==> config.mk <==
export PLATFORM = sky130hd
export DESIGN_NAME = e2c_map
export DESIGN_NICKNAME = d
export VERILOG_FILES = /design/src/rtl/core/e2c_pkg.sv /design/src/rtl/core/e2c_map.sv
export SDC_FILE = /design/constraint.sdc
export NUM_CORES = 2
export LEC_CHECK = 0
export ABC_AREA = 1
export BUFFER_PORTS_ARGS = -buffer_cell sky130_fd_sc_hd__buf_2
export CELL_PAD_IN_SITES_DETAIL_PLACEMENT = 1
export CELL_PAD_IN_SITES_GLOBAL_PLACEMENT = 2
export CORE_AREA = 10 10 306 308
export CTS_BUF_LIST = sky130_fd_sc_hd__clkbuf_8
export DETAILED_ROUTE_END_ITERATION = 8
export DIE_AREA = 0 0 316 318
export PLACE_DENSITY = 0.87
export SYNTH_ARGS = -nofsm -noshare
export SYNTH_HDL_FRONTEND = slang
export SYNTH_SLANG_ARGS = --single-unit
==> constraint.sdc <==
create_clock -name clk -period 4.6 [get_ports clk]
set_input_delay 0.23 -clock clk [delete_from_list [all_inputs] [get_ports clk]]
set_output_delay 0.23 -clock clk [all_outputs]
set_load 0.02 [all_outputs]
==> src/rtl/core/e2c_pkg.sv <==
package e2c_pkg;

    // Field widths
    localparam int SRC_W    = 13;
    localparam int FACE_W   = 3;
    localparam int COORD_W  = 10;
    localparam int ADDR_W   = 12;
    localparam int WEIGHT_W = 16;

    // Configuration limits and reset values
    localparam int MIN_SRC_WIDTH  = 4;
    localparam int MAX_SRC_HEIGHT = 4096;
    localparam int RESET_WIDTH    = 1024;
    localparam int RESET_HEIGHT   = 512;

    localparam int DEF_CORDIC_STAGES = 16;
    localparam int DEF_MAX_SRC_WIDTH = 4096;

    // Face size divider: quotient is col * 2^17 / F, col below F
    localparam int F_W       = SRC_W - 2;
    localparam int REM_W     = F_W + 1;
    localparam int DIV_STEPS = 17;
    localparam int ONE16     = 65536;

    // Direction in Q2.16
    localparam int DIR_W = 18;
    localparam int MAG_W = 17;
    localparam int SQR_W = 2 * MAG_W;

    // Radius: integer root of (x^2 + y^2) in Q.48
    localparam int SQ_N_W   = 50;
    localparam int SQ_R_W   = 25;
    localparam int SQ_STEPS = 25;

    // CORDIC datapath and angle in units of 2^-24 turn
    localparam int CW     = 28;
    localparam int ZW     = 26;
    localparam int TURN_W = 24;
    localparam int MUL_W  = TURN_W + SRC_W;

    typedef enum logic [0:0] {
        REG_SRC_WIDTH  = 1'b0,
        REG_SRC_HEIGHT = 1'b1
    } cfg_reg_t;

    localparam logic [FACE_W-1:0] FACE_POS_X = 3'd0;
    localparam logic [FACE_W-1:0] FACE_NEG_X = 3'd1;
    localparam logic [FACE_W-1:0] FACE_POS_Y = 3'd2;
    localparam logic [FACE_W-1:0] FACE_NEG_Y = 3'd3;
    localparam logic [FACE_W-1:0] FACE_POS_Z = 3'd4;

    typedef struct packed {
        logic [FACE_W-1:0]  face;
        logic [COORD_W-1:0] col;
        logic [COORD_W-1:0] row;
    } in_item_t;

    typedef struct packed {
        logic [FACE_W-1:0]   out_face;
        logic [COORD_W-1:0]  out_col;
        logic [COORD_W-1:0]  out_row;
        logic [ADDR_W-1:0]   u_near;
        logic [ADDR_W-1:0]   u_far;
        logic [ADDR_W-1:0]   v_near;
        logic [ADDR_W-1:0]   v_far;
        logic [WEIGHT_W-1:0] s_weight;
        logic [WEIGHT_W-1:0] t_weight;
    } out_item_t;

    typedef struct packed {
        logic signed [DIR_W-1:0] px;
        logic signed [DIR_W-1:0] py;
        logic signed [DIR_W-1:0] pz;
    } dir_t;

    typedef struct packed {
        logic [SRC_W-1:0] w_eff;
        logic [SRC_W-1:0] h_eff;
    } cfg_t;

    // Rounded arctangent of 2^-i in units of 2^-24 turn
    function automatic logic signed [ZW-1:0] atan_turn(input int idx);
        logic signed [ZW-1:0] val;
        case (idx)
            0:  val = ZW'(2097152);
            1:  val = ZW'(1238021);
            2:  val = ZW'(654136);
            3:  val = ZW'(332050);
            4:  val = ZW'(166669);
            5:  val = ZW'(83416);
            6:  val = ZW'(41718);
            7:  val = ZW'(20860);
            8:  val = ZW'(10430);
            9:  val = ZW'(5215);
            10: val = ZW'(2608);
            11: val = ZW'(1304);
            12: val = ZW'(652);
            13: val = ZW'(326);
            14: val = ZW'(163);
            15: val = ZW'(81);
            16: val = ZW'(41);
            17: val = ZW'(20);
            18: val = ZW'(10);
            19: val = ZW'(5);
            20: val = ZW'(3);
            21: val = ZW'(1);
            22: val = ZW'(1);
            default: val = '0;
        endcase
        return val;
    endfunction

endpackage

==> src/rtl/core/e2c_map.sv <==
module e2c_map
    import e2c_pkg::*;
(
    input  logic                 clk,
    input  logic                 rst_n,
    input  logic                 advance,
    input  logic                 in_valid,
    input  in_item_t             in_tag,
    input  logic signed [ZW-1:0] in_phi,
    input  logic signed [ZW-1:0] in_theta,
    input  cfg_t                 cfg,
    output logic                 out_valid,
    output out_item_t            out_item
);

    localparam logic signed [ZW+1:0] HALF_X    = (ZW+2)'(2 ** (TURN_W - 1));
    localparam logic signed [ZW+1:0] QUARTER_X = (ZW+2)'(2 ** (TURN_W - 2));
    localparam logic signed [ZW+1:0] SAT_HI    = (ZW+2)'(2 ** TURN_W - 1);

    logic                 m1_valid_reg;
    in_item_t             m1_tag_reg;
    logic [TURN_W-1:0]    u24_reg;
    logic [TURN_W-1:0]    v24_reg;
    logic                 m2_valid_reg;
    in_item_t             m2_tag_reg;
    logic [MUL_W-1:0]     bigu_reg;
    logic [MUL_W-1:0]     bigv_reg;
    logic                 m3_valid_reg;
    out_item_t            m3_item_reg;

    logic signed [ZW+1:0] u_sum;
    logic signed [ZW+1:0] v_sum;
    logic [SRC_W-1:0]     u1;
    logic [SRC_W-1:0]     v1;
    logic [SRC_W-1:0]     wm1;
    logic [SRC_W-1:0]     hm1;
    logic [SRC_W-1:0]     u2;
    logic [SRC_W-1:0]     v2;

    function automatic logic [TURN_W-1:0] sat_unit(input logic signed [ZW+1:0] val);
        logic [TURN_W-1:0] res;
        if (val[ZW+1])
            res = '0;
        else if (val > SAT_HI)
            res = '1;
        else
            res = val[TURN_W-1:0];
        return res;
    endfunction

    // Turn the angles into unit fractions
    assign u_sum = {{2{in_phi[ZW-1]}}, in_phi} + HALF_X;
    assign v_sum = (QUARTER_X - {{2{in_theta[ZW-1]}}, in_theta}) <<< 1;

    // Split into integer pixel and fraction, clamp the far neighbour
    assign u1  = bigu_reg[MUL_W-1:TURN_W];
    assign v1  = bigv_reg[MUL_W-1:TURN_W];
    assign wm1 = cfg.w_eff - SRC_W'(1);
    assign hm1 = cfg.h_eff - SRC_W'(1);
    assign u2  = (u1 >= wm1) ? wm1 : u1 + SRC_W'(1);
    assign v2  = (v1 >= hm1) ? hm1 : v1 + SRC_W'(1);

    always_ff @(posedge clk or negedge rst_n)
    begin
        if (!rst_n)
        begin
            m1_valid_reg <= 1'b0;
            m2_valid_reg <= 1'b0;
            m3_valid_reg <= 1'b0;
        end
        else if (advance)
        begin
            m1_valid_reg <= in_valid;
            m2_valid_reg <= m1_valid_reg;
            m3_valid_reg <= m2_valid_reg;
        end
    end

    always_ff @(posedge clk)
    begin
        if (advance)
        begin
            m1_tag_reg <= in_tag;
            u24_reg    <= sat_unit(u_sum);
            v24_reg    <= sat_unit(v_sum);

            m2_tag_reg <= m1_tag_reg;
            bigu_reg   <= MUL_W'(u24_reg) * MUL_W'(cfg.w_eff);
            bigv_reg   <= MUL_W'(v24_reg) * MUL_W'(cfg.h_eff);

            m3_item_reg.out_face <= m2_tag_reg.face;
            m3_item_reg.out_col  <= m2_tag_reg.col;
            m3_item_reg.out_row  <= m2_tag_reg.row;
            m3_item_reg.u_near   <= u1[ADDR_W-1:0];
            m3_item_reg.u_far    <= u2[ADDR_W-1:0];
            m3_item_reg.v_near   <= v1[ADDR_W-1:0];
            m3_item_reg.v_far    <= v2[ADDR_W-1:0];
            m3_item_reg.s_weight <= bigu_reg[TURN_W-1:TURN_W-WEIGHT_W];
            m3_item_reg.t_weight <= bigv_reg[TURN_W-1:TURN_W-WEIGHT_W];
        end
    end

    assign out_valid = m3_valid_reg;
    assign out_item  = m3_item_reg;

endmodule

-- Word-level counts from Yosys, hierarchy flattened
Cells that the tools add are included.
- bits in registers: 274
- output and inout bits: 104
- $add $sub $neg: 6
- $mul: 2
- $lt $le $gt $ge: 4
- mux-type cells: 4
- operators by type and width (cell ; count):
    multiplier 24 x 13 -> 37 bit ; 2
    2-to-1 mux 24 bit ; 2
    > comparator 28 x 25 -> 1 bit, second input constant ; 1
    adder 26 x 25 -> 27 bit, second input constant ; 1
    > comparator 27 x 25 -> 1 bit, second input constant ; 1
    subtractor 24 x 26 -> 27 bit, first input constant ; 1
    greater-or-equal comparator 13 bit ; 2
    subtractor 13 x 1 -> 13 bit, second input constant ; 2
    adder 12 x 1 -> 12 bit, second input constant ; 2
    2-to-1 mux 12 bit ; 2

-- Longest topological paths before layout
- word-level depth: 3
- depth in mapped cells: 26
- gate-level depth less buffers: 24

-- Least setup slack after synthesis
Ideal clock, no wire load.
- path kind: in2reg
- start: input port cfg[25] in the netlist's numbering
- end: register bigu_reg[29] (data pin)
- stages on the path: 22
- slack: -425 ps
- required time: 4348 ps
- arrival: 4773 ps
- cells stage by stage: clkbuf_1 > clkbuf_1 > nand2_1 > fa_1 > inv_1 > fa_1 > inv_1 > fa_1 > inv_1 > fa_1 > inv_1 > fa_1 > inv_1 > ha_1 > nand2_1 > nor2_1 > inv_1 > nor2_1 > a221oi_1 > nand2_1 > nand2_1 > nand2_1
- word-level cells in the longest chain between the ends: 1
- RTL lines (element ; line ; source):
    from (decl) ; e2c_map.sv:11 ; input cfg_t cfg,
    multiplier 24 x 13 -> 37 bit ; e2c_map.sv:88 ; bigu_reg <= MUL_W'(u24_reg) * MUL_W'(cfg.w_eff);
    to (signal assigned) ; e2c_map.sv:88 ;
    to (decl) ; e2c_map.sv:26 ; logic [MUL_W-1:0] bigu_reg;
No other way between the ends.
A chain may end at the register's enable or synchronous reset.

-- Worst setup path in the final report
- start: register u24_reg[13]
- end: register bigu_reg[33] (data pin)
- word-level cells in the longest chain between the ends: 1
- RTL lines (element ; line ; source):
    from (decl) ; e2c_map.sv:22 ; logic [TURN_W-1:0] u24_reg;
    from (signal assigned) ; e2c_map.sv:84 ; u24_reg <= sat_unit(u_sum);
    multiplier 24 x 13 -> 37 bit ; e2c_map.sv:88 ;
No other way between the ends.

==> flow_summary.toml <==
[status]
status = "finished, violations left"
violations = "setup timing"

[synthesis]
synthSimpleGateAreaFrac = 0.157
synthXorXnorAreaFrac = 0.0278
synth_edf_count = 255
synth_top_family_by_area = "adder cells"
synth_nets = 4396
synth_cell_types = 47
muxShareOfSynthArea = 0.000362
synthAdderAreaFrac = 0.386
synth_cells = 3620
ys_seq_area_frac = 0.248
synth_compound_area_frac = 0.0439
synth-seq-cells = 258
ys.flop_type = "edfxtp_1"
async_reset_ff_frac = 0.0116
yosys_warnings = 0
syn_avg_cell_area_um2 = 8.60
syn_area_um2 = 31100

[routing]
viasPerCell = 4.76
vias = 25900
drtAntennaViolNets = 0
wl_per_cell_um = 18.6
dr.pass1.iters = 4
drc_errors = 0
wirelength_mm = 101
drt_iter0_drc = 1217

[finish]
fin_nets = 5021
largest_register_ffs = 103
final_common_cell = "inv_1"
syn_to_final_growth_pct = 33.5
fill_cells = 10100
finalNonFillerCells = 5449
layout-drive-gt1-share = 0.308
post-route-util = 0.474
final_cell_mix = "878 x inv_1, 770 x nand2_1, 454 x fa_1"

[cts]
clock-root-buffer = "clkbuf_8"
cts_tree = "built"
cts.htree.levels = 2
cts_buffer_depth = 3
clk_latency_ns = 0.66
clk_pin_slew_ns = 0.06
numCtsBuffers = 49
cts_sinks = 258

[hold_path]
min_path_cells = 1
worstHoldPathType = "input port to flop"

[global_route]
grt_pass1_vias = 29600
grt_pass1_wl_mm = 156
grt_usage = 0.195
antenna_found_initial = 13
grt_start_max_net_pins = 103
grt-ovfl-total = 0

[floorplanning]
dieArea_um2 = 100000
die_h_um = 318
start_util = 0.355
rows = 109
die_w_um = 316
pin_count = 209
fp.coreArea_um2 = 87700

[placed_design]
pre_cts_ws_ns = -0.747
dp_hpwl_mm = 76.8
dp.cells = 5212
routabilityCongestion = 0.854
io_buffers = 208

[setup_path]
cp.arrival_ns = 5.52
path_max_fanout = 7
rr_worst_depth = 18
crit_required_ns = 5.02
cp-start-kind = "flop"
worstSetupEndpointType = "flop"
crit_type = "flop to flop"

[sta]
hold_viol = 0
fin_crit_ns = 5.11
max_freq_ghz = 0.196
tightest_slew_ns = 1.25
finalSetupViolCount = 51
fin_crit_sh = 1.11
finClkSkew_ns = 0.0239
rsz0062_at_grt = "true"
setup_slack_ns = -0.506
tns_ns = -17.28
relSlewSlack = 0.162
finalMaxSlewViolations = 0

[job]
cap_violations = 0
==> final timing paths <==
check	to	start	slack (ns)
max reg2reg	bigu_reg[33]	u24_reg[13]	-0.51
min reg2reg	out_item[8]	bigv_reg[16]	0.41
min in group asynchronous	out_valid	rst_n	0.48
max	bigu_reg[33]	u24_reg[13]	-0.51
max in group asynchronous	m2_valid_reg	rst_n	3.97
min	u24_reg[21]	advance	0.05
==> timing repair <==
action,CTS,global route
gates resized for setup,368,414
setup buffers,66,40
pin swaps,152,211
hold endpoints to repair,51,0
endpoints found under the setup margin,56,58
hold buffers,50,0
gates cloned,1,3
==> cell families (layout without fill, tap and decap cells) <==
family          count (synthesis)  in the layout
compound gates                243            243
xor+xnor                       99             99
fa+ha+maj                     671            671
buf+inv                      1126           1788
flops                         258            258
mux                             1              1
other cells                     0              2
simple gates                 1222           1222
==> worst max-delay path, cell delays in order, from the launching register on <==
cell and delay (ns):
edfxtp_1 0.52, buf_6 0.20, buf_6 0.11, nand2_4 0.05
fa_2 0.58, inv_2 0.04, fa_2 0.55, fa_2 0.46
fa_1 0.49, fa_1 0.52, ha_4 0.37, nand2_2 0.11
nor2_1 0.19, inv_2 0.12, nor3_4 0.17, and3_4 0.21
nand2_2 0.06, nand3_1 0.08, nand2_1 0.05
==> synthesized netlist by cell type, drive strengths merged (6+ instances only) <==
cell type | number | area, um^2
fa | 482 | 9650
o21ai | 76 | 384
nor3 | 38 | 205
edfxtp | 255 | 7660
o21bai | 8 | 60.1
o21a | 7 | 52.6
nand3 | 72 | 380
a21oi | 122 | 648
nand4 | 18 | 113
xor2 | 74 | 648
a21o | 10 | 75.1
xnor2 | 25 | 219
buf | 42 | 185
clkbuf | 92 | 345
a31oi | 6 | 37.5
inv | 992 | 3720
nand2 | 930 | 3510
ha | 189 | 2360
nor2 | 154 | 609
==> cell type report <==
cell class / instances / area [um^2] / area share
clock inverter: 39 / 362 / 0.00870
antenna: 2 / 5.00 / 0.000120
inverter: 992 / 3730 / 0.0898
multi-input combinational: 2236 / 22000 / 0.530
tap: 1165 / 1460 / 0.0351
clock buffer: 49 / 674 / 0.0162
timing repair buffer: 708 / 5560 / 0.134
sequential: 258 / 7730 / 0.186
==> through the flow <==
step           hold WS [ns]  area (um^2)
2_1_floorplan       -0.0656        31900
3_3_place_gp         0.0263        36400
3_5_place_dp         0.0316        36400
4_1_cts              0.0187        39800
5_1_grt              0.0713        41600
6_report             0.0476        41600
==> per-layer routing <==
| metal | vias up | GRT usage | share of wire |
|---|---|---|---|
| met4 | 20 | 0.0479 | 0.026 |
| met2 | 499 | 0.344 | 0.51 |
| li1 | 11900 | - | - |
| met3 | 167 | 0.0383 | 0.050 |
| met1 | 13300 | 0.241 | 0.41 |
| met5 | - | 0 | 0.0013 |
Power is not shown: default switching activity piles up to over one toggle a cycle in this logic, so the estimate is an artifact.
