==> src/rtl/core/e2c_pkg.sv <==
package e2c_pkg;

    // Field widths
    localparam int SRC_W    = 13;
    localparam int FACE_W   = 3;
    localparam int COORD_W  = 10;
    localparam int ADDR_W   = 12;
    localparam int WEIGHT_W = 16;

    // Configuration limits and reset values
    localparam int MIN_SRC_WIDTH  = 4;
    localparam int MAX_SRC_HEIGHT = 4096;
    localparam int RESET_WIDTH    = 1024;
    localparam int RESET_HEIGHT   = 512;

    localparam int DEF_CORDIC_STAGES = 16;
    localparam int DEF_MAX_SRC_WIDTH = 4096;

    // Face size divider: quotient is col * 2^17 / F, col below F
    localparam int F_W       = SRC_W - 2;
    localparam int REM_W     = F_W + 1;
    localparam int DIV_STEPS = 17;
    localparam int ONE16     = 65536;

    // Direction in Q2.16
    localparam int DIR_W = 18;
    localparam int MAG_W = 17;
    localparam int SQR_W = 2 * MAG_W;

    // Radius: integer root of (x^2 + y^2) in Q.48
    localparam int SQ_N_W   = 50;
    localparam int SQ_R_W   = 25;
    localparam int SQ_STEPS = 25;

    // CORDIC datapath and angle in units of 2^-24 turn
    localparam int CW     = 28;
    localparam int ZW     = 26;
    localparam int TURN_W = 24;
    localparam int MUL_W  = TURN_W + SRC_W;

    typedef enum logic [0:0] {
        REG_SRC_WIDTH  = 1'b0,
        REG_SRC_HEIGHT = 1'b1
    } cfg_reg_t;

    localparam logic [FACE_W-1:0] FACE_POS_X = 3'd0;
    localparam logic [FACE_W-1:0] FACE_NEG_X = 3'd1;
    localparam logic [FACE_W-1:0] FACE_POS_Y = 3'd2;
    localparam logic [FACE_W-1:0] FACE_NEG_Y = 3'd3;
    localparam logic [FACE_W-1:0] FACE_POS_Z = 3'd4;

    typedef struct packed {
        logic [FACE_W-1:0]  face;
        logic [COORD_W-1:0] col;
        logic [COORD_W-1:0] row;
    } in_item_t;

    typedef struct packed {
        logic [FACE_W-1:0]   out_face;
        logic [COORD_W-1:0]  out_col;
        logic [COORD_W-1:0]  out_row;
        logic [ADDR_W-1:0]   u_near;
        logic [ADDR_W-1:0]   u_far;
        logic [ADDR_W-1:0]   v_near;
        logic [ADDR_W-1:0]   v_far;
        logic [WEIGHT_W-1:0] s_weight;
        logic [WEIGHT_W-1:0] t_weight;
    } out_item_t;

    typedef struct packed {
        logic signed [DIR_W-1:0] px;
        logic signed [DIR_W-1:0] py;
        logic signed [DIR_W-1:0] pz;
    } dir_t;

    typedef struct packed {
        logic [SRC_W-1:0] w_eff;
        logic [SRC_W-1:0] h_eff;
    } cfg_t;

    // Rounded arctangent of 2^-i in units of 2^-24 turn
    function automatic logic signed [ZW-1:0] atan_turn(input int idx);
        logic signed [ZW-1:0] val;
        case (idx)
            0:  val = ZW'(2097152);
            1:  val = ZW'(1238021);
            2:  val = ZW'(654136);
            3:  val = ZW'(332050);
            4:  val = ZW'(166669);
            5:  val = ZW'(83416);
            6:  val = ZW'(41718);
            7:  val = ZW'(20860);
            8:  val = ZW'(10430);
            9:  val = ZW'(5215);
            10: val = ZW'(2608);
            11: val = ZW'(1304);
            12: val = ZW'(652);
            13: val = ZW'(326);
            14: val = ZW'(163);
            15: val = ZW'(81);
            16: val = ZW'(41);
            17: val = ZW'(20);
            18: val = ZW'(10);
            19: val = ZW'(5);
            20: val = ZW'(3);
            21: val = ZW'(1);
            22: val = ZW'(1);
            default: val = '0;
        endcase
        return val;
    endfunction

endpackage

==> src/rtl/core/e2c_sqrt.sv <==
module e2c_sqrt
    import e2c_pkg::*;
(
    input  logic              clk,
    input  logic              rst_n,
    input  logic              advance,
    input  logic              in_valid,
    input  in_item_t          in_tag,
    input  dir_t              in_dir,
    output logic              out_valid,
    output in_item_t          out_tag,
    output dir_t              out_dir,
    output logic [SQ_R_W-1:0] out_r
);

    logic               sq_valid_reg;
    in_item_t           sq_tag_reg;
    dir_t               sq_dir_reg;
    logic [SQR_W-1:0]   sqx_reg;
    logic [SQR_W-1:0]   sqy_reg;
    logic [MAG_W-1:0]   mag_x;
    logic [MAG_W-1:0]   mag_y;
    logic [DIR_W-1:0]   neg_x;
    logic [DIR_W-1:0]   neg_y;

    logic               valid_reg [SQ_STEPS];
    in_item_t           tag_reg   [SQ_STEPS];
    dir_t               dir_reg   [SQ_STEPS];
    logic [SQ_N_W-1:0]  rem_reg   [SQ_STEPS];
    logic [SQ_N_W-1:0]  res_reg   [SQ_STEPS];

    // Square the magnitudes of x and y
    assign neg_x = -in_dir.px;
    assign neg_y = -in_dir.py;
    assign mag_x = in_dir.px[DIR_W-1] ? neg_x[MAG_W-1:0] : in_dir.px[MAG_W-1:0];
    assign mag_y = in_dir.py[DIR_W-1] ? neg_y[MAG_W-1:0] : in_dir.py[MAG_W-1:0];

    always_ff @(posedge clk or negedge rst_n)
    begin
        if (!rst_n)
            sq_valid_reg <= 1'b0;
        else if (advance)
            sq_valid_reg <= in_valid;
    end

    always_ff @(posedge clk)
    begin
        if (advance)
        begin
            sq_tag_reg <= in_tag;
            sq_dir_reg <= in_dir;
            sqx_reg    <= mag_x * mag_x;
            sqy_reg    <= mag_y * mag_y;
        end
    end

    // Digit-by-digit root, one result bit per stage
    for (genvar k = 0; k < SQ_STEPS; k++) begin : g_step
        localparam logic [SQ_N_W-1:0] BIT = SQ_N_W'(1) << (2 * (SQ_STEPS - 1 - k));
        logic              valid_in;
        in_item_t          tag_in;
        dir_t              dir_in;
        logic [SQ_N_W-1:0] rem_in;
        logic [SQ_N_W-1:0] res_in;
        logic [SQ_N_W-1:0] trial;
        logic              fits;

        if (k == 0) begin : g_head
            assign valid_in = sq_valid_reg;
            assign tag_in   = sq_tag_reg;
            assign dir_in   = sq_dir_reg;
            assign rem_in   = SQ_N_W'({1'b0, sqx_reg} + {1'b0, sqy_reg}) << 16;
            assign res_in   = '0;
        end else begin : g_body
            assign valid_in = valid_reg[k-1];
            assign tag_in   = tag_reg[k-1];
            assign dir_in   = dir_reg[k-1];
            assign rem_in   = rem_reg[k-1];
            assign res_in   = res_reg[k-1];
        end

        assign trial = res_in + BIT;
        assign fits  = rem_in >= trial;

        always_ff @(posedge clk or negedge rst_n)
        begin
            if (!rst_n)
                valid_reg[k] <= 1'b0;
            else if (advance)
                valid_reg[k] <= valid_in;
        end

        always_ff @(posedge clk)
        begin
            if (advance)
            begin
                tag_reg[k] <= tag_in;
                dir_reg[k] <= dir_in;
                rem_reg[k] <= fits ? rem_in - trial : rem_in;
                res_reg[k] <= fits ? (res_in >> 1) + BIT : res_in >> 1;
            end
        end
    end

    assign out_valid = valid_reg[SQ_STEPS-1];
    assign out_tag   = tag_reg[SQ_STEPS-1];
    assign out_dir   = dir_reg[SQ_STEPS-1];
    assign out_r     = res_reg[SQ_STEPS-1][SQ_R_W-1:0];

endmodule

==> config.mk <==
export PLATFORM = sky130hd
export DESIGN_NAME = e2c_sqrt
export DESIGN_NICKNAME = d
export VERILOG_FILES = /design/src/rtl/core/e2c_pkg.sv /design/src/rtl/core/e2c_sqrt.sv
export SDC_FILE = /design/constraint.sdc
export NUM_CORES = 2
export LEC_CHECK = 0
export BUFFER_PORTS_ARGS = -buffer_cell sky130_fd_sc_hd__buf_2
export CORE_MARGIN = 3
export CORE_UTILIZATION = 50
export DETAILED_ROUTE_END_ITERATION = 10
export HOLD_SLACK_MARGIN = 0.15
export PLACE_DENSITY = 0.66
export SYNTH_ARGS = -nofsm -noshare
export SYNTH_HDL_FRONTEND = slang
export SYNTH_MEMORY_MAX_BITS = 65536
export SYNTH_SLANG_ARGS = --single-unit
==> constraint.sdc <==
create_clock -name clk -period 10.85 [get_ports clk]
set_input_delay 0 -clock clk [delete_from_list [all_inputs] [get_ports clk]]
set_output_delay 0 -clock clk [all_outputs]
set_load 0.005 [all_outputs]
Yosys cells after proc, flatten, opt, wreduce, memory -nomap -nowiden
Memories as Yosys holds them, arrays and structs flattened.
Cells that the tools add are included.
{"block": "classes", "mul": 2, "muxes": 54, "magnitude_cmp": 25, "n_addsub": 76}
{"operator": "50-bit two-way mux", "n": 49}
{"operator": "50-bit >= comparator", "n": 24}
{"operator": "50-bit subtractor", "n": 24}
{"operator": "17-bit by 17-bit multiplier with 34-bit output", "n": 2}
{"operator": "49-bit by 1-bit adder with 50-bit output (second input constant)", "n": 1}
{"operator": "49-bit by 11-bit adder with 50-bit output (second input constant)", "n": 1}
{"operator": "49-bit by 13-bit adder with 50-bit output (second input constant)", "n": 1}
{"operator": "49-bit by 15-bit adder with 50-bit output (second input constant)", "n": 1}
{"operator": "49-bit by 17-bit adder with 50-bit output (second input constant)", "n": 1}
{"operator": "49-bit by 19-bit adder with 50-bit output (second input constant)", "n": 1}
{"operator": "49-bit by 21-bit adder with 50-bit output (second input constant)", "n": 1}
{"operator": "49-bit by 23-bit adder with 50-bit output (second input constant)", "n": 1}
{"operator": "49-bit by 25-bit adder with 50-bit output (second input constant)", "n": 1}
{"operator": "49-bit by 27-bit adder with 50-bit output (second input constant)", "n": 1}
{"operator": "49-bit by 29-bit adder with 50-bit output (second input constant)", "n": 1}
{"operator": "49-bit by 3-bit adder with 50-bit output (second input constant)", "n": 1}
{"operator": "49-bit by 31-bit adder with 50-bit output (second input constant)", "n": 1}
{"operator": "49-bit by 33-bit adder with 50-bit output (second input constant)", "n": 1}
{"operator": "49-bit by 35-bit adder with 50-bit output (second input constant)", "n": 1}
{"operator": "49-bit by 37-bit adder with 50-bit output (second input constant)", "n": 1}
{"operator": "49-bit by 39-bit adder with 50-bit output (second input constant)", "n": 1}
{"operator": "49-bit by 41-bit adder with 50-bit output (second input constant)", "n": 1}
{"operator": "49-bit by 43-bit adder with 50-bit output (second input constant)", "n": 1}
{"operator": "49-bit by 45-bit adder with 50-bit output (second input constant)", "n": 1}
{"operator": "35 further kinds", "n": 38}
{"block": "totals", "out_inout_bits": 103, "elab_cells": 195, "ramBits": 4425, "n_memories": 4, "ff_bits": 171}
{"memory": "dir_reg", "depth": 25, "word_bits": 54, "rd": 25, "rd_ports_with_merged_regs": 0, "wr": 25, "line_no": "e2c_sqrt.sv:28", "source": "dir_t dir_reg [SQ_STEPS];"}
{"memory": "rem_reg", "depth": 25, "word_bits": 50, "rd": 24, "rd_ports_with_merged_regs": 0, "wr": 25, "line_no": "e2c_sqrt.sv:29", "source": "logic [SQ_N_W-1:0] rem_reg [SQ_STEPS];"}
{"memory": "res_reg", "depth": 25, "word_bits": 50, "rd": 25, "rd_ports_with_merged_regs": 0, "wr": 25, "line_no": "e2c_sqrt.sv:30", "source": "logic [SQ_N_W-1:0] res_reg [SQ_STEPS];"}
{"memory": "tag_reg", "depth": 25, "word_bits": 23, "rd": 25, "rd_ports_with_merged_regs": 0, "wr": 25, "line_no": "e2c_sqrt.sv:27", "source": "in_item_t tag_reg [SQ_STEPS];"}

Logic depth before layout (Yosys ltp)
An unclocked memory read counts as a cell.
{"block": "logic_depth", "word_depth": 4, "ltp_mapped": 33, "ltp_nobuf": 32}

Worst setup path before layout
OpenSTA, ideal clock, no wires.
{"block": "synth_timing", "kind": "input to register", "from": "input in_dir[36] (netlist name)", "to": "register sqx_reg[32] (data pin)", "path_stages": 30, "arrival_time_ns": 7.914, "path_slack_ns": 2.679, "required_ns": 10.593, "path_buffers": 1, "cell_sequence": "clkbuf_1 clkinv_1 ha_1 a21boi_0 nand2b_1 o31a_1 xor2_1 clkinv_1 nor2_1 fa_1 inv_1 fa_1 fa_1 inv_1 fa_1 fa_1 inv_1 fa_1 inv_1 ha_1 a21oi_1 o21ai_0 o2bb2ai_1 a211o_1 a21o_1 a21oi_1 o31ai_1 or3_1 a221o_1 xor2_1"}
{"block": "synth_via", "elab_chain_len": 3}
{"item": "start: declaration", "line_no": "e2c_sqrt.sv:9", "source": "input dir_t in_dir,"}
{"item": "17-bit negator", "line_no": "e2c_sqrt.sv:33", "source": "assign neg_x = -in_dir.px;"}
{"item": "17-bit two-way mux *", "line_no": "e2c_sqrt.sv:35", "source": "assign mag_x = in_dir.px[DIR_W-1] ? neg_x[MAG_W-1:0] : in_dir.px[MAG_W-1:0];"}
{"item": "17-bit by 17-bit multiplier with 34-bit output *", "line_no": "e2c_sqrt.sv:52", "source": "sqx_reg <= mag_x * mag_x;"}
{"item": "end signal: assignment", "line_no": "e2c_sqrt.sv:52"}
{"item": "end: declaration", "line_no": "e2c_sqrt.sv:19", "source": "logic [SQR_W-1:0] sqx_reg;"}
Mark *: on every way between the ends. The rest lies on a longest branch, timed or not.
A chain may end at the register's enable or synchronous reset.

Worst setup path after layout
{"block": "layout_timing", "from": "input in_dir[40] (netlist name)", "to": "register sqx_reg[32] (data pin)"}
The elaborated chain is that of the path after synthesis.

==> qor.txt <==
outcome -> finished clean
Post-Route Hold Slack -> 0.244 ns
number of antenna violations at the first check in global routing -> 3
vias after detailed routing -> 71,400
final core occ -> 56.7%
async set or reset register ratio after synthesis -> 0.792%
clk_skew -> 0.0412 ns
Crit. End Element -> flip-flop
maximum number of pins on one net before global-route repair -> 201
TritonCTS buffer count -> 334
per-cell routed wire length -> 17.5 µm
Longest Clk Path Bufs -> 4
RSZ-0062 raised after global routing -> no
startpoint type of the worst setup path -> input pin
sequential share of the synthesized area -> 70.0%
Starting Density -> 50.3%
power consumption -> 46.4 mW
flop-to-flop setup slack -> 6.19 ns
EDFF count, synth -> 3,256
number of setup violations in the final report -> 0
Post-CTS Setup Inserts -> 0
initial detailed-routing violation count -> 4,635
final weighted congestion in routability-driven placement -> 0.890
first drt pass iteration count -> 6
met2 WL -> 126,000 µm
metal1 wirelength -> 96,500 µm
max reg flops -> 1,350
number of cell rows -> 194
worst hold path type -> input pin to flip-flop
Post-layout nets -> 10,800
height of the die -> 536 µm
top cells by count, synth -> edfxtp_1 (3,256), inv_1 (968), ha_1 (575)
critical path's slowest cell -> clkinv_1
CP peak stage delay -> 0.62 ns
power per unit of standard cell area -> 292 nW/µm²
cell types occupying the most area after synthesis -> edfxtp_1 (70%), fa_1 (5.6%), ha_1 (5.1%)
max-slew headroom at the worst pin -> 18.1%
WS Path Type -> input pin to flip-flop
floorplan die area -> 287,000 µm²
post-route clock period utilization -> 83.7%
aggregate global routing overflow -> 0
horizontal extent of the die -> 536 µm
clock latency reported for the late side of the worst-skew pair -> 0.88 ns
via density per instance -> 5.19
final critical-path required period -> 9.08 ns
Worst Path Required -> 11.47 ns
total wirelength of the detailed-routed design -> 241,000 µm
Avg Cell Area, Syn -> 15.4 µm²
net count after synthesis -> 10,200
TritonCTS clock tree -> built
routed length on met3 -> 9950 µm
Leakage -> 60.6 nW
number of non-filler instances in the completed layout -> 13,800
yosys synthesis warning count -> 0
max capacitance violation total -> 0
IO Port Bufs -> 183
slew at the pin closest to its max-slew limit -> 1.22 ns
number of distinct standard cells referenced by the synthesized netlist -> 87
Synth Instances -> 9,133
post-cts gate resize count -> 0
Final ANT Viol Nets -> 0
Filler Cell Count -> 21,600
CTS clk-pin slew, worst paths -> 0.06 ns
highest routed metal layer -> met4
global router's overall resource usage -> 16.8%
setup tns final -> 0 ns
count of state elements after synthesis -> 3,282
io pins -> 184
Crit path top cell by count -> fa_1
H-tree lvl count -> 5
core footprint -> 280,000 µm²
Pins Over Slew Limit -> 0
Achievable Freq -> 110 MHz
Main synth FF type -> edfxtp_1
Root Buffer -> clkbuf_16
Final HPWL DP -> 168,000 µm
wire length of the first global-routing pass -> 390,000 µm
leading cell type by number of instances after synthesis -> edfxtp_1
data arrival time at the worst-slack endpoint -> 9.70 ns
maximum vdd ir drop -> 0.703 mV
share of cells above drive strength 1 -> 8.53%
Synth area leader -> edfxtp_1
Synth top area share -> 69.6%
number of global-route vias before repair -> 74,300
Clock Sink Count -> 3,282
final hold viol count -> 0
Cells after DPL -> 13,000
count of unresolved DRC violations after routing -> 0
area of the mapped netlist -> 141,000 µm²
synthesis-to-finish area growth -> 12.9%
largest fanout on the critical path -> 10
## critical path: cells and delay by family
family          cells  cell delay, ns
fa+ha+maj           7            3.42
simple gates        7            2.28
compound gates      8            1.86
buf+inv             6            1.46
xor+xnor            2            0.65
## report_power, final
group / internal [mW] / switching (mW)
logic: 7.45 / 10.6
registers: 16.5 / 0.795
clock network: 6.33 / 4.63
## worst paths after layout
path / start / end / cells after the start
max reg2reg: res_reg[1][372] / rem_reg[4][47] / 12
max: in_dir[40] / sqx_reg[32] / 30
min in group asynchronous: rst_n / g_step[15].valid_in / 3
max in group asynchronous: rst_n / g_step[6].valid_in / 3
min reg2reg: tag_reg[18][15] / tag_reg[19][15] / 0
min: in_dir[37] / sqx_reg[2] / 3
## cell families (layout without fill, tap and decap cells)
logic type	count (synthesis)	count (layout)	synth area share, %
flops	3282	3282	70.0
simple gates	1878	1878	6.42
compound gates	1191	1191	5.29
buf+inv	1101	2003	2.95
fa+ha+maj	966	966	10.7
xor+xnor	623	623	3.88
mux	92	92	0.731
other cells	0	1	0
## what timing repair did
action                                 CTS  global route
endpoints found under the hold margin  446             0
setup endpoints to repair                0             0
hold buffers                           161             0
## per-layer routing
metal | vias to the layer above | global-route usage (%)
met5 | - | 0
met4 | 0 | 6.04
met3 | 536 | 2.89
met2 | 1432 | 30.4
met1 | 35000 | 20.2
li1 | 34500 | -
## area by class of cell
class / instances / area (µm²) / area share [%]
timing repair buffer: 417 / 3250 / 2.05
clock inverter: 194 / 1910 / 1.20
antenna: 1 / 2.50 / 0.00158
tap: 3724 / 4660 / 2.94
multi-input combinational: 4750 / 38000 / 24.0
clock buffer: 404 / 8710 / 5.49
sequential: 3282 / 98400 / 62.0
inverter: 988 / 3710 / 2.34
## stage by stage
stage	cell area (µm²)	setup WS (ns)
5_1_grt	159000	1.38
6_report	159000	1.77
2_1_floorplan	141000	2.68
3_5_place_dp	146000	1.52
4_1_cts	159000	1.93
3_3_place_gp	146000	1.64
## placed cells by master (no fill, tap or decap), types with 16 or more instances in the layout
cell type / count
ha_1: 575
o21a_1: 72
xor2_1: 283
clkinv_2: 45
dlygate4sd3_1: 161
clkinvlp_4: 16
xnor2_1: 336
or4_1: 29
o211ai_1: 17
a21o_1: 154
and3_1: 25
inv_1: 968
nor2_1: 517
mux2_2: 85
a211oi_1: 33
or3_1: 65
clkbuf_16: 338
edfxtp_1: 3256
buf_2: 182
nor4_1: 123
buf_4: 60
bufinv_16: 24
o21ai_0: 306
nor4b_1: 16
clkinv_1: 86
nor2b_1: 59
fa_1: 391
nand2_1: 565
o21bai_1: 48
a21oi_1: 360
nand4_1: 54
clkbuf_1: 66
and2_1: 21
o31ai_1: 48
nand2b_1: 72
dfrtp_1: 26
nand3_1: 87
or2_2: 17
nor3_1: 153
Note: power is estimated with default switching activity, not from simulation.
