File: src/rtl/core/e2c_pkg.sv
package e2c_pkg;

    // Field widths
    localparam int SRC_W    = 13;
    localparam int FACE_W   = 3;
    localparam int COORD_W  = 10;
    localparam int ADDR_W   = 12;
    localparam int WEIGHT_W = 16;

    // Configuration limits and reset values
    localparam int MIN_SRC_WIDTH  = 4;
    localparam int MAX_SRC_HEIGHT = 4096;
    localparam int RESET_WIDTH    = 1024;
    localparam int RESET_HEIGHT   = 512;

    localparam int DEF_CORDIC_STAGES = 16;
    localparam int DEF_MAX_SRC_WIDTH = 4096;

    // Face size divider: quotient is col * 2^17 / F, col below F
    localparam int F_W       = SRC_W - 2;
    localparam int REM_W     = F_W + 1;
    localparam int DIV_STEPS = 17;
    localparam int ONE16     = 65536;

    // Direction in Q2.16
    localparam int DIR_W = 18;
    localparam int MAG_W = 17;
    localparam int SQR_W = 2 * MAG_W;

    // Radius: integer root of (x^2 + y^2) in Q.48
    localparam int SQ_N_W   = 50;
    localparam int SQ_R_W   = 25;
    localparam int SQ_STEPS = 25;

    // CORDIC datapath and angle in units of 2^-24 turn
    localparam int CW     = 28;
    localparam int ZW     = 26;
    localparam int TURN_W = 24;
    localparam int MUL_W  = TURN_W + SRC_W;

    typedef enum logic [0:0] {
        REG_SRC_WIDTH  = 1'b0,
        REG_SRC_HEIGHT = 1'b1
    } cfg_reg_t;

    localparam logic [FACE_W-1:0] FACE_POS_X = 3'd0;
    localparam logic [FACE_W-1:0] FACE_NEG_X = 3'd1;
    localparam logic [FACE_W-1:0] FACE_POS_Y = 3'd2;
    localparam logic [FACE_W-1:0] FACE_NEG_Y = 3'd3;
    localparam logic [FACE_W-1:0] FACE_POS_Z = 3'd4;

    typedef struct packed {
        logic [FACE_W-1:0]  face;
        logic [COORD_W-1:0] col;
        logic [COORD_W-1:0] row;
    } in_item_t;

    typedef struct packed {
        logic [FACE_W-1:0]   out_face;
        logic [COORD_W-1:0]  out_col;
        logic [COORD_W-1:0]  out_row;
        logic [ADDR_W-1:0]   u_near;
        logic [ADDR_W-1:0]   u_far;
        logic [ADDR_W-1:0]   v_near;
        logic [ADDR_W-1:0]   v_far;
        logic [WEIGHT_W-1:0] s_weight;
        logic [WEIGHT_W-1:0] t_weight;
    } out_item_t;

    typedef struct packed {
        logic signed [DIR_W-1:0] px;
        logic signed [DIR_W-1:0] py;
        logic signed [DIR_W-1:0] pz;
    } dir_t;

    typedef struct packed {
        logic [SRC_W-1:0] w_eff;
        logic [SRC_W-1:0] h_eff;
    } cfg_t;

    // Rounded arctangent of 2^-i in units of 2^-24 turn
    function automatic logic signed [ZW-1:0] atan_turn(input int idx);
        logic signed [ZW-1:0] val;
        case (idx)
            0:  val = ZW'(2097152);
            1:  val = ZW'(1238021);
            2:  val = ZW'(654136);
            3:  val = ZW'(332050);
            4:  val = ZW'(166669);
            5:  val = ZW'(83416);
            6:  val = ZW'(41718);
            7:  val = ZW'(20860);
            8:  val = ZW'(10430);
            9:  val = ZW'(5215);
            10: val = ZW'(2608);
            11: val = ZW'(1304);
            12: val = ZW'(652);
            13: val = ZW'(326);
            14: val = ZW'(163);
            15: val = ZW'(81);
            16: val = ZW'(41);
            17: val = ZW'(20);
            18: val = ZW'(10);
            19: val = ZW'(5);
            20: val = ZW'(3);
            21: val = ZW'(1);
            22: val = ZW'(1);
            default: val = '0;
        endcase
        return val;
    endfunction

endpackage

File: src/rtl/core/e2c_div.sv
module e2c_div
    import e2c_pkg::*;
(
    input  logic                       clk,
    input  logic                       rst_n,
    input  logic                       advance,
    input  logic                       in_valid,
    input  in_item_t                   in_tag,
    input  logic [1:0][F_W-1:0]        in_num,
    input  logic [F_W-1:0]             den,
    output logic                       out_valid,
    output in_item_t                   out_tag,
    output logic [1:0][DIV_STEPS-1:0]  out_quo
);

    logic                      valid_reg [DIV_STEPS];
    in_item_t                  tag_reg   [DIV_STEPS];
    logic [1:0][REM_W-1:0]     rem_reg   [DIV_STEPS];
    logic [1:0][DIV_STEPS-1:0] quo_reg   [DIV_STEPS];

    for (genvar k = 0; k < DIV_STEPS; k++) begin : g_step
        logic                      valid_in;
        in_item_t                  tag_in;
        logic [1:0][REM_W-1:0]     rem_in;
        logic [1:0][REM_W-1:0]     rem_next;
        logic [1:0][DIV_STEPS-1:0] quo_in;
        logic [1:0][DIV_STEPS-1:0] quo_next;

        if (k == 0) begin : g_head
            assign valid_in  = in_valid;
            assign tag_in    = in_tag;
            assign rem_in[0] = REM_W'(in_num[0]);
            assign rem_in[1] = REM_W'(in_num[1]);
            assign quo_in    = '0;
        end else begin : g_body
            assign valid_in = valid_reg[k-1];
            assign tag_in   = tag_reg[k-1];
            assign rem_in   = rem_reg[k-1];
            assign quo_in   = quo_reg[k-1];
        end

        // One restoring step per lane: double, trial subtract
        always_comb
        begin
            logic [REM_W-1:0] dbl;
            dbl = '0;
            for (int l = 0; l < 2; l++)
            begin
                dbl = {rem_in[l][REM_W-2:0], 1'b0};
                if (dbl >= REM_W'(den))
                begin
                    rem_next[l] = dbl - REM_W'(den);
                    quo_next[l] = {quo_in[l][DIV_STEPS-2:0], 1'b1};
                end
                else
                begin
                    rem_next[l] = dbl;
                    quo_next[l] = {quo_in[l][DIV_STEPS-2:0], 1'b0};
                end
            end
        end

        always_ff @(posedge clk or negedge rst_n)
        begin
            if (!rst_n)
                valid_reg[k] <= 1'b0;
            else if (advance)
                valid_reg[k] <= valid_in;
        end

        always_ff @(posedge clk)
        begin
            if (advance)
            begin
                tag_reg[k] <= tag_in;
                rem_reg[k] <= rem_next;
                quo_reg[k] <= quo_next;
            end
        end
    end

    assign out_valid = valid_reg[DIV_STEPS-1];
    assign out_tag   = tag_reg[DIV_STEPS-1];
    assign out_quo   = quo_reg[DIV_STEPS-1];

endmodule

File: config.mk
export PLATFORM = sky130hd
export DESIGN_NAME = e2c_div
export DESIGN_NICKNAME = d
export VERILOG_FILES = /design/src/rtl/core/e2c_pkg.sv /design/src/rtl/core/e2c_div.sv
export SDC_FILE = /design/constraint.sdc
export NUM_CORES = 1
export LEC_CHECK = 0
export BUFFER_PORTS_ARGS = -buffer_cell sky130_fd_sc_hd__buf_2
export CAP_MARGIN = 20
export CORE_ASPECT_RATIO = 1.1
export CORE_MARGIN = 4
export CORE_UTILIZATION = 51
export CTS_CLUSTER_SIZE = 40
export DETAILED_ROUTE_END_ITERATION = 10
export GPL_ROUTABILITY_DRIVEN = 1
export PLACE_DENSITY = 0.72
export SYNTH_ARGS = -nofsm -noshare
export SYNTH_HDL_FRONTEND = slang
export SYNTH_SLANG_ARGS = --single-unit
File: constraint.sdc
create_clock -name clk -period 4.93 [get_ports clk]
set_input_delay 0.493 -clock clk [delete_from_list [all_inputs] [get_ports clk]]
set_output_delay 0.493 -clock clk [all_outputs]
set_load 0.005 [all_outputs]
== After elaboration in Yosys (flattened, before gate mapping) ==
Memory sizes are Yosys's and may differ from the RTL's.
Index checks and enable logic that the tools add are counted.
Storage, ports and cells
  register bits after elaboration: 17
  memory bits (writable): 1377
  input bits: 60
  output and inout bits: 58
  word-level logic and storage cells: 158
  memories: 3
Cells by class
  add/sub/neg operators: 34
  $lt $le $gt $ge: 34
  mux-type cells: 70
Memories
  quo_reg: words 17, width 34, rd ports 17, clocked after memory_dff 0, wr ports 17, RTL line e2c_div.sv:19  | logic [1:0][DIV_STEPS-1:0] quo_reg [DIV_STEPS];
  rem_reg: words 17, width 24, rd ports 16, clocked after memory_dff 0, wr ports 17, RTL line e2c_div.sv:18  | logic [1:0][REM_W-1:0] rem_reg [DIV_STEPS];
  tag_reg: words 17, width 23, rd ports 17, clocked after memory_dff 0, wr ports 17, RTL line e2c_div.sv:17  | in_item_t tag_reg [DIV_STEPS];
Operators with widths (number)
  12-bit by 11-bit greater-or-equal comparator with 1-bit output: 34
  12-bit two-way mux: 34
  12-bit by 11-bit subtractor with 12-bit output: 34
  1-bit two-way mux: 36

== Longest topological paths before layout ==
Gate-level depths: netlist of run 1.
An unclocked memory read counts as a cell.
  word-level depth: 3
  depth in mapped cells: 11
  depth with buffers taken out: 9

== Worst setup path before layout of run 1 ==
OpenSTA, ideal clock, no wires.
  kind: in2reg
  start point: input port den[0]
  end point: memory rem_reg[0][195] in the netlist's numbering (data pin)
  arrival: 4.576 ns
  required time: 4.670 ns
  setup slack: 0.095 ns
  stages on the path: 11
  cells stage by stage: buf_4 -> clkbuf_1 -> inv_1 -> fa_1 -> o21ai_0 -> nand2b_1 -> a21oi_1 -> o41a_1 -> a31oi_1 -> buf_4 -> mux2_2
RTL lines
  start, declared: RTL line e2c_div.sv:10  | input logic [F_W-1:0] den,
  end, declared: RTL line e2c_div.sv:18

==> results of run 1 <==
[report_power, final]
group | internal (W) | total [W] | leakage (nW) | switching [W]
clock | 0.00494 | 0.00846 | 1.81 | 0.00351
sequential | 0.0129 | 0.0139 | 10.5 | 0.00102
combinational | 0.00708 | 0.0143 | 10.2 | 0.00719
total | 0.0249 | 0.0367 | 22.4 | 0.0117
[stage by stage]
stage / setup WS (ns) / instances / util / instance area [µm²]
global route: 1.69 / 5601 / 0.577 / 60000
CTS: 1.91 / 5601 / 0.577 / 60000
finish: 1.88 / 5601 / 0.577 / 60000
floorplan: 0.0947 / 3878 / - / 53500
detailed placement: 1.12 / 5372 / 0.539 / 56000
global placement: 1.15 / 5372 / 0.539 / 56000
[per-layer routing]
metal,up-vias,share of wire,GRT usage,wire length (µm)
met1,15400,0.44,0.224,43000
met2,558,0.50,0.313,49300
met3,173,0.036,0.0233,3590
li1,15600,-,-,-
met4,0,0.030,0.0636,2910
met5,-,0,0,0
[worst max path at each step]
stage               cells past startpoint                        end  slack [ns]
finish                                 10  rem_reg[0][182]$_DFFE_PP_        1.88
CTS                                    10  rem_reg[0][182]$_DFFE_PP_        1.91
global placement                       10  rem_reg[0][182]$_DFFE_PP_        1.15
floorplan                              11  rem_reg[0][195]$_DFFE_PP_        0.09
detailed placement                     10  rem_reg[0][181]$_DFFE_PP_        1.12
global route                           12  rem_reg[0][272]$_DFFE_PP_        1.69
[cells in the final DEF, fill, tap and decap left out, types with 22 or more instances in the layout]
cell type         n
a41oi_1          24
xor2_1           74
nand2_1         136
and3_1           30
dlygate4sd3_1    25
a21oi_1         314
buf_4            47
or2_2            29
buf_2           116
nor4_1           25
a21o_1           78
o21ai_1          28
o31a_1           28
or4_1            23
nor3_1          109
o211ai_1         36
edfxtp_1       1049
nor2b_1          68
o21a_1           45
inv_1            71
o311ai_0         22
a31oi_1          22
fa_1             32
o21bai_1         48
clkbuf_16       110
xnor2_1         121
ha_1            372
mux2_2          305
and2_1           52
nand2b_1         58
mux2i_1          27
o21ai_0         141
nand3_1          30
nor2_1          212
[cell families after synthesis]
kind of cell / after synthesis
xor gates and xnor gates: 195
muxes: 340
buffers and inverters: 151
and+or+nand+nor: 804
adders and majority gates: 404
AOI/OAI and AO/OA: 918
DFF: 1066
[final cells by class]
type,instances,area (µm²),share of cell area
clock buffer,135,2900,0.0483
clock inverter,69,851,0.0142
inverter,82,313,0.00521
multi-input combinational,2661,20800,0.347
sequential,1066,31900,0.532
tap,1386,1730,0.0289
timing repair buffer,202,1460,0.0243
==> impl_metrics.json, run 1 <==
{
  "status": "completed",
  "synth_top_area_share": 0.589,
  "synth_top_family_by_area": "compound AO/OA/AOI/OAI gates",
  "core-area_um2": 104000,
  "crit_start": "den[1]",
  "area_growth_pct": 12.3,
  "clkSlewWorstSetupHoldPaths_ns": 0.07,
  "io_pins": 118,
  "max_freq_mhz": 328,
  "root_buffer": "clkbuf_16",
  "layout.nets": 4585,
  "synth-simple-area-share": 0.0758,
  "detail_route.wl_per_cell_um": 17.6,
  "critical_path.top_delay_family": "compound AO/OA/AOI/OAI gates",
  "synth-edff-count": 1049,
  "synthTopCellsByCount": "edfxtp_1, ha_1, a21oi_1",
  "path_buf_inv": 2,
  "drive_gt1_frac": 0.168,
  "post_cts_buffers": 0,
  "synth-xor-area-share": 0.0320,
  "nFillCells": 8239,
  "cellPowerDensity_nw_per_um2": 611,
  "r2r-end": "rem_reg[0][182]$_DFFE_PP_",
  "drt_drc_violations_left": 0,
  "synthFlopType": "edfxtp_1",
  "finalSetupViolations": 0,
  "clock_path_buffers": 3,
  "min_to": "rem_reg[0][4]$_DFFE_PP_",
  "hold_depth": 2,
  "post-synth-top-count-cell": "edfxtp_1",
  "r2r_slack_ns": 2.03,
  "cp_common_cell": "ha_1",
  "grt_pass1_wl_mm": 159,
  "viasPerCell": 5.67,
  "whs_ns": 0.115,
  "synthesis.nets": 4342,
  "antenna_left": 0,
  "hp-start": "in_num[3]",
  "async_flop_share": 0.0159,
  "gp_congestion": 0.867,
  "p_leak_nw": 22.4,
  "cap_viol_max_count": 0,
  "avgSynthCellArea_um2": 13.8,
  "grt_pass1_vias": 31600,
  "cts-htree-levels": 3,
  "fin_skew_ns": 0.0482,
  "yosys.area.top_type": "edfxtp_1",
  "die_w_um": 317,
  "r2r_start": "rem_reg[0][162]$_DFFE_PP_",
  "fin_crit_sh": 0.619,
  "critPathMaxFanout": 50,
  "grt_max_degree": 129,
  "start_util": 0.514,
  "cts_hold_buf": 25,
  "finalPower_w": 0.0367,
  "tightest_slew_ns": 0.932,
  "drtIter0Drc": 1849,
  "largest_register_ffs": 391,
  "critPathArrivalTime_ns": 3.52,
  "synth_adder_area_share": 0.0991,
  "crit_path_cell_trace": "buf_2 -> inv_4 -> ha_1 -> ha_1 -> o21ai_0 -> nand2b_1 -> a211oi_1 -> or3_1 -> a31o_1 -> mux2_2",
  "ys_warn_count": 0,
  "setup_tns_ns": 0,
  "port_buffers": 117,
  "min_period_ns": 3.05,
  "slowest_stage": "inv_4",
  "cts.sinks": 1066,
  "syn_area_um2": 53500,
  "die_y_um": 348,
  "ys_ff_latch": 1066,
  "min_path_type": "primary input to register",
  "ir_worst_vdd_uv": 369,
  "cp-start-kind": "primary input",
  "first_pass_iters": 5,
  "rows": 124,
  "slew_violations": 0,
  "synth_compound_area_frac": 0.111,
  "place.detailed.hpwl_mm": 65.8,
  "crit_required_ns": 5.40,
  "cts_tree": "yes",
  "finalHoldViolations": 0,
  "die-area_um2": 110000,
  "max_stage_delay_ns": 0.65,
  "worstSkewPairLatency_ns": 0.70,
  "muxShareOfSynthArea": 0.0715,
  "ys_types": 74,
  "crit_type": "primary input to register",
  "synthCells": 3878,
  "antenna_found_initial": 0,
  "worstSetupEndpointType": "register",
  "slew_headroom": 0.378,
  "wirelength_mm": 98.7,
  "grt_overflow": 0,
  "rsz0062_at_grt": "no",
  "reg2reg_depth": 7,
  "vias": 31800,
  "ys_seq_area_frac": 0.597,
  "grt_usage": 0.177,
  "cts_made_buffers": 108,
  "post_cts_resized": 0,
  "synth_area_leaders": "edfxtp_1, ha_1, mux2_2",
  "num_antenna_cells": 0
}
No activity file was read; power rests on OpenSTA's default activity.
==> inputs of run 2 (changes only) <==
==> constraint.sdc (replaced) <==
create_clock -name clk -period 3.2 [get_ports clk]
set_input_delay 0.32 -clock clk [delete_from_list [all_inputs] [get_ports clk]]
set_output_delay 0.32 -clock clk [all_outputs]
set_load 0.005 [all_outputs]
==> run 2 against run 1 <==
Effect of this change:
- critical path depth shrank 5
- clock power up 54%
- core utilization increased by 1.4 points
- first-iteration DRC count rose by 6.5%
- register-to-register slack worse by 1.6 ns
- sequential power up 55%
- sequential share of layout area down 1.3 points
- setup slack worse by 1.4 ns
- global-route usage grew 0.36 points
==> impl_metrics.json, run 2 (synthesized netlist as in run 1, its figures left out) <==
{
  "rows": 124,
  "ir_worst_vdd_uv": 565,
  "grt_usage": 0.181,
  "cts.sinks": 1066,
  "critPathMaxFanout": 12,
  "min_path_type": "primary input to register",
  "die_y_um": 348,
  "antenna_found_initial": 0,
  "worstSkewPairLatency_ns": 0.69,
  "dp_slack_ns": 0.110,
  "grt_pass1_wl_mm": 163,
  "root_buffer": "clkbuf_16",
  "rsz0062_at_grt": "no",
  "reg2reg_depth": 5,
  "mostFrequentLayoutCells": "edfxtp_1, ha_1, a21oi_1",
  "grt_pass1_vias": 32400,
  "grt_max_degree": 111,
  "status": "completed",
  "die-area_um2": 110000,
  "hold_depth": 4,
  "fin_crit_sh": 0.859,
  "core-area_um2": 104000,
  "first_pass_iters": 5,
  "clkSlewWorstSetupHoldPaths_ns": 0.06,
  "layout.nets": 4669,
  "antenna_left": 0,
  "finalSetupViolations": 0,
  "worst_slack_ns": 0.450,
  "area_growth_pct": 15.0,
  "viasPerCell": 5.67,
  "worstSetupEndpointType": "register",
  "vias": 32200,
  "start_util": 0.514,
  "cap_viol_max_count": 0,
  "fin_util": 0.591,
  "finalHoldViolations": 0,
  "min_period_ns": 2.75,
  "crit_required_ns": 3.63,
  "io_pins": 118,
  "cellPowerDensity_nw_per_um2": 938,
  "final_cells": 5681,
  "p_leak_nw": 23.1,
  "fin_skew_ns": 0.0235,
  "drt_drc_violations_left": 0,
  "grt_overflow": 0,
  "clock_path_buffers": 3,
  "cts_tree": "yes",
  "crit_type": "register to register",
  "wirelength_mm": 99.6,
  "tightest_slew_ns": 0.708,
  "cp-start-kind": "register",
  "drive_gt1_frac": 0.197,
  "setup_tns_ns": 0,
  "cts_made_buffers": 107,
  "gp_congestion": 0.891,
  "slew_headroom": 0.526,
  "post_cts_resized": 0,
  "port_buffers": 117,
  "detail_route.wl_per_cell_um": 17.5,
  "critPathArrivalTime_ns": 3.18,
  "final_common_cell": "edfxtp_1",
  "largest_register_ffs": 391,
  "num_antenna_cells": 0,
  "drtIter0Drc": 1970,
  "slew_violations": 0,
  "finalPower_w": 0.0576,
  "place.detailed.hpwl_mm": 66.9,
  "die_w_um": 317,
  "max_freq_mhz": 364,
  "dp.cells": 5437,
  "cts-htree-levels": 3
}
-- run 2: worst paths after layout --
path / startpoint / endpoint / slack, ns
setup / recovery: rem_reg[0][236]$_DFFE_PP_ / rem_reg[0][258]$_DFFE_PP_ / 0.45
hold / removal: in_num[21] / rem_reg[0][22]$_DFFE_PP_ / 0.07
setup reg to reg: rem_reg[0][236]$_DFFE_PP_ / rem_reg[0][258]$_DFFE_PP_ / 0.45
hold reg to reg: tag_reg[2][68]$_DFFE_PP_ / tag_reg[2][91]$_DFFE_PP_ / 0.41
max in group asynchronous: rst_n / g_step[8].valid_in$_DFFE_PN0P_ / 2.82
min in group asynchronous: rst_n / g_step[16].valid_in$_DFFE_PN0P_ / 0.10
-- run 2: worst max-delay path: stages (launching register included) --
cell	delay, ns
edfxtp_1	0.48
ha_1	0.47
nand2_1	0.13
o41a_1	0.46
a31oi_2	0.53
mux2_2	0.41
-- run 2: stage by stage --
stage / hold slack [ns] / area [µm²]
after floorplan: 0.0244 / 54200
after global placement: 0.245 / 57400
after detailed placement: 0.255 / 57400
after CTS: 0.0139 / 61500
after global routing: 0.0753 / 61500
final: 0.0706 / 61500
-- run 2: repair_timing --
action                    CTS  global route
setup buffers               0             0
hold endpoints to repair   61             0
hold buffers               45             0
-- run 2: final cells by class --
type                       count  area (µm²)
clock buffer                 130        2800
clock inverter                69         860
fill                        8109       42500
timing repair buffer         287        2430
multi-input combinational   2661       21400
inverter                      82         315
sequential                  1066       31900
tap                         1386        1730
-- run 2: power by group --
group / switching [W] / internal [W]
registers: 0.00157 / 0.0199
clock network: 0.00528 / 0.00770
logic: 0.0115 / 0.0117
total: 0.0183 / 0.0393
-- run 2: per-layer routing --
metal	vias up	global-route usage	share of wire
met5	-	0	0
met2	597	0.324	0.51
met1	15700	0.226	0.42
li1	15800	-	-
met3	174	0.0267	0.040
met4	0	0.0558	0.024
